## src/rftp_pkg.sv

```systemverilog
// Package for the reader frame tag parser: constants, codes, event and config types.
// Used by every module in src; depends on nothing else.
package rftp_pkg;

  // Largest payload a frame may announce; sizes the length and count registers.
  localparam int unsigned MAX_PAYLOAD = 64;
  localparam int unsigned LEN_W       = $clog2(MAX_PAYLOAD + 1);

  // Depth of the event queue between the parser and the result stage.
  localparam int unsigned QDEPTH = 4;
  localparam int unsigned QPTR_W = $clog2(QDEPTH);

  localparam int unsigned CFG_IDX_W = 2;
  localparam int unsigned CFG_W     = 8;

  // Frame layout.
  localparam logic [7:0] HDR_BYTE0      = 8'hDD;
  localparam logic [7:0] HDR_BYTE1      = 8'h11;
  localparam logic [7:0] HDR_BYTE2      = 8'hEF;
  localparam int unsigned FRAME_OVERHEAD = 8;
  localparam int unsigned STATUS_LEN     = 4;
  localparam int unsigned TAG_LEN        = 11;

  // Terminal status codes.
  localparam logic [7:0] STATUS_A = 8'h58;
  localparam logic [7:0] STATUS_B = 8'h59;
  localparam logic [7:0] STATUS_C = 8'h94;
  localparam logic [7:0] STATUS_D = 8'h95;

  // Register reset values.
  localparam logic [7:0] WANTED_OP_RST   = 8'h01;
  localparam logic [7:0] REJECT_BYTE_RST = 8'hF0;
  localparam logic       REJECT_EN_RST   = 1'b1;

  typedef enum logic [3:0] {
    PH_HUNT0 = 4'd0,
    PH_HUNT1 = 4'd1,
    PH_HUNT2 = 4'd2,
    PH_LEN   = 4'd3,
    PH_CHAN  = 4'd4,
    PH_OP    = 4'd5,
    PH_DATA  = 4'd6,
    PH_CK1   = 4'd7,
    PH_CK2   = 4'd8
  } phase_e;

  typedef enum logic [2:0] {
    KIND_TAG    = 3'd0,
    KIND_STATUS = 3'd1,
    KIND_BADHDR = 3'd2,
    KIND_SHORT  = 3'd3,
    KIND_LONG   = 3'd4
  } kind_e;

  typedef enum logic [1:0] {
    EV_FRAME  = 2'd0,
    EV_BADHDR = 2'd1,
    EV_SHORT  = 2'd2,
    EV_LONG   = 2'd3
  } event_e;

  typedef enum logic [1:0] {
    LEN_OTHER  = 2'd0,
    LEN_STATUS = 2'd1,
    LEN_TAG    = 2'd2
  } len_class_e;

  typedef enum logic [CFG_IDX_W-1:0] {
    CFG_WANTED_OP   = 2'd0,
    CFG_REJECT_BYTE = 2'd1,
    CFG_REJECT_EN   = 2'd2
  } cfg_idx_e;

  // One classified occurrence from the parser.
  typedef struct packed {
    event_e      ev;
    logic [7:0]  operation;
    len_class_e  len_class;
    logic [7:0]  first_byte;
    logic [63:0] tag;
    logic [7:0]  channel;
  } event_t;

  typedef struct packed {
    logic [7:0] wanted_op;
    logic [7:0] reject_byte;
    logic       reject_en;
  } cfg_t;

  function automatic logic is_terminal_status(input logic [7:0] s);
    return (s == STATUS_A) || (s == STATUS_B) || (s == STATUS_C) || (s == STATUS_D);
  endfunction

endpackage

```

## src/rftp_front.sv

```systemverilog
// Front end of the frame parser: walks the frame byte by byte and emits events.
// Depends on rftp_pkg.
module rftp_front (
  input  logic                clk_i,
  input  logic                rst_ni,
  input  logic                byte_valid_i,
  output logic                byte_ready_o,
  input  logic [7:0]          byte_i,
  output logic                ev_push_o,
  output rftp_pkg::event_t    ev_o,
  input  logic                q_full_i
);
  import rftp_pkg::*;

  phase_e           phase_q, phase_d;
  logic [LEN_W-1:0] len_q, len_d;
  logic [LEN_W-1:0] cnt_q, cnt_d;
  logic [7:0]       chan_q, chan_d;
  logic [7:0]       op_q, op_d;
  logic [7:0]       first_q, first_d;
  logic [63:0]      tag_q, tag_d;
  logic             accept;
  logic [LEN_W-1:0] cnt_inc;

  assign byte_ready_o = !q_full_i;
  assign accept       = byte_valid_i && byte_ready_o;
  assign cnt_inc      = cnt_q + LEN_W'(1);

  // Next state and frame registers.
  always_comb begin
    phase_d = phase_q;
    len_d   = len_q;
    cnt_d   = cnt_q;
    chan_d  = chan_q;
    op_d    = op_q;
    first_d = first_q;
    tag_d   = tag_q;
    if (accept) begin
      case (phase_q)
        PH_HUNT1: phase_d = (byte_i == HDR_BYTE1) ? PH_HUNT2 : PH_HUNT0;
        PH_HUNT2: phase_d = (byte_i == HDR_BYTE2) ? PH_LEN : PH_HUNT0;
        PH_LEN: begin
          if (byte_i < 8'(FRAME_OVERHEAD) ||
              {1'b0, byte_i} > 9'(MAX_PAYLOAD + FRAME_OVERHEAD)) begin
            phase_d = PH_HUNT0;
          end else begin
            len_d   = LEN_W'(byte_i - 8'(FRAME_OVERHEAD));
            phase_d = PH_CHAN;
          end
        end
        PH_CHAN: begin
          chan_d  = byte_i;
          phase_d = PH_OP;
        end
        PH_OP: begin
          op_d    = byte_i;
          cnt_d   = '0;
          first_d = '0;
          tag_d   = '0;
          phase_d = (len_q == '0) ? PH_CK1 : PH_DATA;
        end
        PH_DATA: begin
          if (cnt_q == '0) begin
            first_d = byte_i;
          end
          tag_d = {tag_q[55:0], byte_i};
          cnt_d = cnt_inc;
          if (cnt_inc >= len_q) begin
            phase_d = PH_CK1;
          end
        end
        PH_CK1:  phase_d = PH_CK2;
        PH_CK2:  phase_d = PH_HUNT0;
        default: phase_d = (byte_i == HDR_BYTE0) ? PH_HUNT1 : PH_HUNT0;
      endcase
    end
  end

  // Event generation.
  always_comb begin
    ev_push_o     = 1'b0;
    ev_o.ev       = EV_FRAME;
    ev_o.operation = op_q;
    ev_o.first_byte = first_q;
    ev_o.tag      = tag_q;
    ev_o.channel  = chan_q;
    if (len_q == LEN_W'(STATUS_LEN)) begin
      ev_o.len_class = LEN_STATUS;
    end else if (len_q == LEN_W'(TAG_LEN)) begin
      ev_o.len_class = LEN_TAG;
    end else begin
      ev_o.len_class = LEN_OTHER;
    end
    if (accept) begin
      case (phase_q)
        PH_HUNT1: begin
          if (byte_i != HDR_BYTE1) begin
            ev_push_o = 1'b1;
            ev_o.ev   = EV_BADHDR;
          end
        end
        PH_HUNT2: begin
          if (byte_i != HDR_BYTE2) begin
            ev_push_o = 1'b1;
            ev_o.ev   = EV_BADHDR;
          end
        end
        PH_LEN: begin
          if (byte_i < 8'(FRAME_OVERHEAD)) begin
            ev_push_o = 1'b1;
            ev_o.ev   = EV_SHORT;
          end else if ({1'b0, byte_i} > 9'(MAX_PAYLOAD + FRAME_OVERHEAD)) begin
            ev_push_o = 1'b1;
            ev_o.ev   = EV_LONG;
          end
        end
        PH_CK2: begin
          ev_push_o = 1'b1;
          ev_o.ev   = EV_FRAME;
        end
        default: ev_push_o = 1'b0;
      endcase
    end
  end

  always_ff @(posedge clk_i or negedge rst_ni) begin
    if (!rst_ni) begin
      phase_q <= PH_HUNT0;
      len_q   <= '0;
      cnt_q   <= '0;
      chan_q  <= '0;
      op_q    <= '0;
      first_q <= '0;
      tag_q   <= '0;
    end else begin
      phase_q <= phase_d;
      len_q   <= len_d;
      cnt_q   <= cnt_d;
      chan_q  <= chan_d;
      op_q    <= op_d;
      first_q <= first_d;
      tag_q   <= tag_d;
    end
  end

endmodule

```

## src/rftp_queue.sv

```systemverilog
// Short event queue between the parser and the result stage.
// Depends on rftp_pkg.
module rftp_queue (
  input  logic             clk_i,
  input  logic             rst_ni,
  input  logic             push_i,
  input  rftp_pkg::event_t push_data_i,
  input  logic             pop_i,
  output rftp_pkg::event_t head_o,
  output logic             empty_o,
  output logic             full_o
);
  import rftp_pkg::*;

  event_t            mem_q [QDEPTH];
  logic [QPTR_W-1:0] wr_ptr_q, wr_ptr_d;
  logic [QPTR_W-1:0] rd_ptr_q, rd_ptr_d;
  logic [QPTR_W:0]   count_q, count_d;
  logic              do_push, do_pop;

  assign empty_o = (count_q == '0);
  assign full_o  = (count_q == (QPTR_W+1)'(QDEPTH));
  assign do_push = push_i && !full_o;
  assign do_pop  = pop_i && !empty_o;
  assign head_o  = mem_q[rd_ptr_q];

  always_comb begin
    wr_ptr_d = do_push ? wr_ptr_q + QPTR_W'(1) : wr_ptr_q;
    rd_ptr_d = do_pop  ? rd_ptr_q + QPTR_W'(1) : rd_ptr_q;
    count_d  = count_q;
    if (do_push && !do_pop) begin
      count_d = count_q + (QPTR_W+1)'(1);
    end else if (do_pop && !do_push) begin
      count_d = count_q - (QPTR_W+1)'(1);
    end
  end

  always_ff @(posedge clk_i) begin
    if (do_push) begin
      mem_q[wr_ptr_q] <= push_data_i;
    end
  end

  always_ff @(posedge clk_i or negedge rst_ni) begin
    if (!rst_ni) begin
      wr_ptr_q <= '0;
      rd_ptr_q <= '0;
      count_q  <= '0;
    end else begin
      wr_ptr_q <= wr_ptr_d;
      rd_ptr_q <= rd_ptr_d;
      count_q  <= count_d;
    end
  end

endmodule

```

## src/rftp_back.sv

```systemverilog
// Result stage: interprets queued events against the configuration and holds
// the result word in an output register. Depends on rftp_pkg.
module rftp_back (
  input  logic             clk_i,
  input  logic             rst_ni,
  input  rftp_pkg::cfg_t   cfg_i,
  input  rftp_pkg::event_t head_i,
  input  logic             empty_i,
  output logic             pop_o,
  output logic             out_valid_o,
  input  logic             out_ready_i,
  output rftp_pkg::kind_e  kind_o,
  output logic [63:0]      tag_o,
  output logic [7:0]       status_o,
  output logic [7:0]       chan_o
);
  import rftp_pkg::*;

  logic        valid_q, valid_d;
  kind_e       kind_q, kind_d;
  logic [63:0] tag_q, tag_d;
  logic [7:0]  status_q, status_d;
  logic [7:0]  chan_q, chan_d;
  logic        emit;
  logic        slot_free;

  assign slot_free = !valid_q || out_ready_i;
  assign pop_o     = !empty_i && slot_free;

  always_comb begin
    emit     = 1'b0;
    kind_d   = KIND_TAG;
    tag_d    = '0;
    status_d = '0;
    chan_d   = '0;
    case (head_i.ev)
      EV_FRAME: begin
        if (head_i.operation == cfg_i.wanted_op) begin
          case (head_i.len_class)
            LEN_STATUS: begin
              if (is_terminal_status(head_i.first_byte)) begin
                emit     = 1'b1;
                kind_d   = KIND_STATUS;
                status_d = head_i.first_byte;
                chan_d   = head_i.channel;
              end
            end
            LEN_TAG: begin
              if (!(cfg_i.reject_en && head_i.tag[7:0] == cfg_i.reject_byte)) begin
                emit   = 1'b1;
                kind_d = KIND_TAG;
                tag_d  = head_i.tag;
                chan_d = head_i.channel;
              end
            end
            default: emit = 1'b0;
          endcase
        end
      end
      EV_BADHDR: begin
        emit   = 1'b1;
        kind_d = KIND_BADHDR;
      end
      EV_SHORT: begin
        emit   = 1'b1;
        kind_d = KIND_SHORT;
      end
      EV_LONG: begin
        emit   = 1'b1;
        kind_d = KIND_LONG;
      end
      default: emit = 1'b0;
    endcase
  end

  always_comb begin
    valid_d = valid_q && !out_ready_i;
    if (pop_o) begin
      valid_d = emit;
    end
  end

  always_ff @(posedge clk_i or negedge rst_ni) begin
    if (!rst_ni) begin
      valid_q <= 1'b0;
    end else begin
      valid_q <= valid_d;
    end
  end

  always_ff @(posedge clk_i) begin
    if (pop_o && emit) begin
      kind_q   <= kind_d;
      tag_q    <= tag_d;
      status_q <= status_d;
      chan_q   <= chan_d;
    end
  end

  assign out_valid_o = valid_q;
  assign kind_o      = kind_q;
  assign tag_o       = tag_q;
  assign status_o    = status_q;
  assign chan_o      = chan_q;

endmodule

```

## src/reader_frame_tag_parser_top.sv

```systemverilog
// Top level of the reader frame tag parser: configuration registers, parser,
// event queue and result stage. Depends on rftp_pkg, rftp_front, rftp_queue, rftp_back.
//
// The block takes one received byte per word on the input stream and parses
// reader reply frames: header dd 11 ef, a length byte, a channel byte, an
// operation byte, length minus 8 payload bytes, and two checksum bytes that
// are skipped. Frames carrying the wanted operation yield a status result
// (4-byte payload starting with a terminal status code) or a tag result
// (11-byte payload; the tag is payload bytes 3 to 10, dropped when its last
// byte matches the reject byte and rejection is enabled). A bad second or
// third header byte, a length below 8 or a payload above the maximum yields
// an error result and the parser returns to hunting for the header. The
// input accepts one byte every cycle while the queue has room. An event is
// written into the queue, and its result word from there into the output
// register; a stalled output holds it back for as long as the stall lasts.
// The parser hands events to a four-entry queue; the input stalls only when
// that queue is full, which happens only while the output holds results back.
// Configuration is taken through a plain write port and must be written
// while no byte is in flight, that is with the queue and the output empty.
module reader_frame_tag_parser_top (
  input  logic                           clk_i,
  input  logic                           rst_ni,
  input  logic                           s_axis_tvalid_i,
  output logic                           s_axis_tready_o,
  input  logic [7:0]                     s_axis_tdata_i,  // [7:0] rx_byte
  output logic                           m_axis_tvalid_o,
  input  logic                           m_axis_tready_i,
  output logic [79:0]                    m_axis_tdata_o,  // [63:0] tag_id,
                                                          // [71:64] status_code,
                                                          // [79:72] frame_channel
  output logic [2:0]                     m_axis_tuser_o,  // [2:0] result_kind
  input  logic                           cfg_we_i,
  input  logic [rftp_pkg::CFG_IDX_W-1:0] cfg_idx_i,
  input  logic [rftp_pkg::CFG_W-1:0]     cfg_wdata_i
);
  import rftp_pkg::*;

  cfg_t        cfg_q, cfg_d;
  event_t      push_ev;
  event_t      head_ev;
  logic        push;
  logic        pop;
  logic        q_empty;
  logic        q_full;
  kind_e       res_kind;
  logic [63:0] res_tag;
  logic [7:0]  res_status;
  logic [7:0]  res_chan;

  // Configuration registers; an index beyond the list writes nothing.
  always_comb begin
    cfg_d = cfg_q;
    if (cfg_we_i) begin
      case (cfg_idx_e'(cfg_idx_i))
        CFG_WANTED_OP:   cfg_d.wanted_op   = cfg_wdata_i[7:0];
        CFG_REJECT_BYTE: cfg_d.reject_byte = cfg_wdata_i[7:0];
        CFG_REJECT_EN:   cfg_d.reject_en   = cfg_wdata_i[0];
        default:         cfg_d             = cfg_q;
      endcase
    end
  end

  always_ff @(posedge clk_i or negedge rst_ni) begin
    if (!rst_ni) begin
      cfg_q.wanted_op   <= WANTED_OP_RST;
      cfg_q.reject_byte <= REJECT_BYTE_RST;
      cfg_q.reject_en   <= REJECT_EN_RST;
    end else begin
      cfg_q <= cfg_d;
    end
  end

  rftp_front u_front (
    .clk_i        (clk_i),
    .rst_ni       (rst_ni),
    .byte_valid_i (s_axis_tvalid_i),
    .byte_ready_o (s_axis_tready_o),
    .byte_i       (s_axis_tdata_i),
    .ev_push_o    (push),
    .ev_o         (push_ev),
    .q_full_i     (q_full)
  );

  rftp_queue u_queue (
    .clk_i       (clk_i),
    .rst_ni      (rst_ni),
    .push_i      (push),
    .push_data_i (push_ev),
    .pop_i       (pop),
    .head_o      (head_ev),
    .empty_o     (q_empty),
    .full_o      (q_full)
  );

  rftp_back u_back (
    .clk_i       (clk_i),
    .rst_ni      (rst_ni),
    .cfg_i       (cfg_q),
    .head_i      (head_ev),
    .empty_i     (q_empty),
    .pop_o       (pop),
    .out_valid_o (m_axis_tvalid_o),
    .out_ready_i (m_axis_tready_i),
    .kind_o      (res_kind),
    .tag_o       (res_tag),
    .status_o    (res_status),
    .chan_o      (res_chan)
  );

  assign m_axis_tdata_o = {res_chan, res_status, res_tag};
  assign m_axis_tuser_o = res_kind;

  // The parser never pushes into a full queue.
  assert property (@(posedge clk_i) disable iff (!rst_ni) push |-> !q_full)
    else $error("event pushed into full queue");

  // The input side stalls only because the queue is full.
  assert property (@(posedge clk_i) disable iff (!rst_ni) !s_axis_tready_o |-> q_full)
    else $error("input stalled while queue has room");

  // Error results carry no tag, status or channel.
  assert property (@(posedge clk_i) disable iff (!rst_ni)
    (m_axis_tvalid_o && (res_kind == KIND_BADHDR || res_kind == KIND_SHORT ||
                         res_kind == KIND_LONG))
    |-> (res_tag == '0 && res_status == '0 && res_chan == '0))
    else $error("error result carries payload");

  // A status result always holds one of the terminal status codes.
  assert property (@(posedge clk_i) disable iff (!rst_ni)
    (m_axis_tvalid_o && res_kind == KIND_STATUS) |-> is_terminal_status(res_status))
    else $error("status result with non-terminal code");

endmodule
```

## config.mk

```make
export PLATFORM = sky130hd
export DESIGN_NAME = reader_frame_tag_parser_top
export DESIGN_NICKNAME = d
export VERILOG_FILES = /design/src/rftp_pkg.sv /design/src/rftp_front.sv /design/src/rftp_queue.sv /design/src/rftp_back.sv /design/src/reader_frame_tag_parser_top.sv
export SDC_FILE = /design/constraint.sdc
export NUM_CORES = 1
export LEC_CHECK = 0
export ABC_AREA = 1
export BUFFER_PORTS_ARGS = -buffer_cell sky130_fd_sc_hd__buf_2
export CAP_MARGIN = 20
export CORE_MARGIN = 1
export CORE_UTILIZATION = 37
export CTS_CLUSTER_DIAMETER = 200
export CTS_CLUSTER_SIZE = 12
export DETAILED_ROUTE_END_ITERATION = 10
export PLACE_DENSITY = 0.56
export SLEW_MARGIN = 25
export SYNTH_ARGS = -nofsm -noshare
export SYNTH_HDL_FRONTEND = slang
export SYNTH_SLANG_ARGS = --single-unit
```

## constraint.sdc

```tcl
create_clock -name clk_i -period 5.4 [get_ports clk_i]
set_input_delay 1.08 -clock clk_i [delete_from_list [all_inputs] [get_ports clk_i]]
set_output_delay 1.08 -clock clk_i [all_outputs]
set_load 0.1 [all_outputs]
```

==> impl_metrics.csv <==
group,metric,value,unit
route,wl_per_cell,19.17,um
critical_path,path_buf_inv,3,
timing,period_needed,4.093,ns
synth,seq_area_frac_synth,0.7390,
route,final_antenna_net_count,0,
timing,skew,0.02791,ns
floorplanning,start_util,0.3759,
synth,ys_top_cells_by_area,"edfxtp_1 59%, dfrtp_1 14%, nand2_1 6.7%",
grt,track_usage,0.1658,
critical_path,start_kind,"register",
critical_path,cpLargestDelayFamily,"buffers and inverters",
timing,tightest_slew,0.9633,ns
synth,async_flop_share,0.2251,
grt,grt_overflow,0,
critical_path,path_common_cell,"nand2_1",
finish,num-nets-final,1907,
synth,yosysUniqueCellTypes,44,
power,powerDensity,642.7,nW/um^2
timing,setup-violations-final,0,
finish,num-fill-cells,5552,
route,firstDrtPassIters,5,
power,ir_worst_vdd,363.6,uV
timing,rsz0062_at_grt,"false",
route,drc,0,
clock_network,cts_resized,0,
clock_network,cts_hold_buf,0,
timing,final_hold_viol_count,0,
timing,holdWs,0.3546,ns
clock_network,cts-buffers-inserted,54,
grt,grt_max_degree,93,
clock_network,cts.sinks,582,
route,finalWirelength,51.55,mm
finish,diodes,0,
synth,ys_warn_count,0,
critical_path,worst_r2r_path_depth,13,
route,vias_per_cell,5.074,
critical_path,end_kind,"register",
synth,synth_top_area_cell,"edfxtp_1",
synth,synth_top_family_by_area,"simple AND/OR/NAND/NOR gates",
power,p_leak,9.781,nW
clock_network,clk-insertion-delay-late,0.60,ns
placement,dp.final_hpwl,31.05,mm
status,status,"finished clean",
synth,synth_mux_area_frac,0.0004396,
hold_path,hold_path.class,"input port to asynchronous set/reset pin",
critical_path,crit_path_cell_trace,"inv_4 -> nand2_1 -> a32oi_1 -> ha_1 -> o221ai_1 -> nor2_1 -> nand3_1 -> nand2_1 -> nand2_1 -> nand2_1 -> nand2_1 -> inv_4 -> buf_12",
critical_path,r2r-end,"u_back.tag_o[39]",
timing,timing.final.crit_share,0.7580,
timing,fmax,244.3,MHz
grt,grt_pass1_vias,13480,
grt,antenna_found_initial,0,
synth,synth_top_area_share,0.5947,
clock_network,clk_pin_slew_worst_paths,0.07,ns
synth,synth_xor_area_frac,0.007308,
grt,grt_pass1_wl,80.16,mm
clock_network,clockBufferDepth,3,
clock_network,cts_max_level,2,
synth,ys_ff_latch,582,
finish,syn2layout_area_growth,13.20,%
placement,port_buffers,107,
floorplanning,die_y,250.1,um
clock_network,cts_tree,"built",
power,power,16.57,mW
synth,synth_adder_area_share,0.01242,
synth,synth_simple_gate_area_frac,0.1135,
floorplanning,fp.coreArea,60580,sq um
route,vias,13640,
critical_path,required,5.68,ns
synth,postSynthCellCount,1758,
finish,utilization,0.4255,
floorplanning,ios,108,
floorplanning,die_area,62540,sq um
route,drt_iter0_drc,992,
critical_path,cp_slowest_cell,"inv_4",
finish,drive_above_1_share,0.1348,
clock_network,clockRootBuffer,"clkbuf_16",
placement,gp_congestion,0.7579,
synth,ys.flop_type,"edfxtp_1",
timing,relSlewSlack,0.3578,
synth,synth_compound_area_frac,0.08511,
clock_network,cts_setup_buffers,0,
synth,syn_area_per_cell,12.95,sq um
critical_path,reg2reg_from,"u_queue.rd_ptr_q[0]",
critical_path,crit_fanout,81,
critical_path,slowest_delay,0.75,ns
synth,synth-edff-count,451,
floorplanning,die_w,250.1,um
critical_path,r2r_slack,1.31,ns
run,cap_violations,0,
floorplanning,rows,90,
synth,syn-cell-area,22770,sq um
timing,slew_violations,0,
timing,tns,0,ns
critical_path,arrival,4.37,ns
critical_path,worstSetupPathType,"register to register",
cell families (layout without fill, tap and decap cells):
family / Yosys count / after routing
simple gates: 615 / 615
mux: 1 / 1
compound gates: 293 / 293
fa+ha+maj: 22 / 22
other cells: 1 / 2
xor+xnor: 19 / 19
flops: 582 / 582
buf+inv: 225 / 373
final cells by class:
type | count | area [sq um] | area share
clock inverters | 2 | 17.52 | 0.0006795
clock buffers | 99 | 1541 | 0.05980
well taps | 782 | 978.4 | 0.03796
inverters | 137 | 521.8 | 0.02024
flip-flops and latches | 582 | 16830 | 0.6530
multi-input cells | 952 | 5027 | 0.1950
repair buffers | 135 | 859.6 | 0.03334
synth_stat cells, types with 18 or more instances:
master,number
a21oi_1,79
a32o_1,65
clkbuf_1,53
dfrtp_1,125
edfxtp_1,451
ha_1,21
inv_1,133
nand2_1,409
nand3_1,60
nor2_1,74
nor2_2,44
o21ai_0,66
o22ai_1,60
xor2_1,18
metal layers:
layer / up-vias / GRT usage / part of all wire
met1: 6832 / 0.2290 / 0.45
li1: 6439 / - / -
met5: - / 0 / 0
met4: 0 / 0.04207 / 0.020
met3: 59 / 0.02504 / 0.045
met2: 313 / 0.2739 / 0.48
worst max path at each step:
| stage | from | cells after the start | end |
|---|---|---|---|
| CTS | u_queue.rd_ptr_q[0] | 13 | u_back.tag_o[30] |
| floorplan | u_queue.count_q[0] | 6 | u_queue.mem_q[0][0] |
| detailed placement | u_queue.rd_ptr_q[0] | 13 | u_back.tag_o[38] |
| finish | u_queue.rd_ptr_q[0] | 13 | u_back.tag_o[39] |
| global route | u_queue.rd_ptr_q[0] | 13 | u_back.tag_o[30] |
| global placement | u_queue.rd_ptr_q[0] | 12 | u_back.tag_o[20] |
state kept, by name, summed over array words and instances, names as in the netlist, 3 cells and up:
signal           count
u_front.first_q      8
u_back.status_o      8
u_queue.mem_q      368
u_front.op_q         8
u_back.chan_o        8
u_back.kind_o        3
u_front.chan_q       8
u_back.tag_o        64
u_front.len_q        7
u_queue.count_q      3
u_front.cnt_q        7
u_front.tag_q       64
cfg_q               17
u_front.phase_q      4
power by group:
part	switching, mW	internal (mW)
combinational	4.83	1.27
clock	1.59	1.91
sequential	0.713	6.26
total	7.13	9.44
cell usage in the layout (no fill, tap or decap), types with 3 or more instances in the layout:
master     synthesis  routed
nand4_1           10      10
dfstp_2            6       6
a21oi_1           79      79
buf_12             0       7
o22ai_1           60      60
o21ai_0           66      66
nor2_1            74      69
nor2_2            44      44
inv_4              0       3
edfxtp_1         451     451
buf_2             15     106
dfrtp_1          125     124
nand2_1          409     409
nor3_1             6       6
a32oi_1            5       5
a31oi_1            4       4
buf_4              5      20
nand3_1           60      60
a32o_1            65      65
xor2_1            18      18
nor2_4             0       5
inv_1            133     132
ha_1              21      21
o21ai_1            4       4
nand3b_1           5       5
clkbuf_1          53      44
clkbuf_16          0      55
through the flow:
| step | area, sq um | std cells | setup WS [ns] |
|---|---|---|---|
| floorplan | 22780 | 1759 | -0.8499 |
| global placement | 24150 | 2585 | 1.370 |
| detailed placement | 24150 | 2585 | 1.276 |
| CTS | 25710 | 2686 | 1.251 |
| global route | 25780 | 2689 | 0.9234 |
| finish | 25780 | 2689 | 1.307 |
Power figures use the tool's default switching activity.
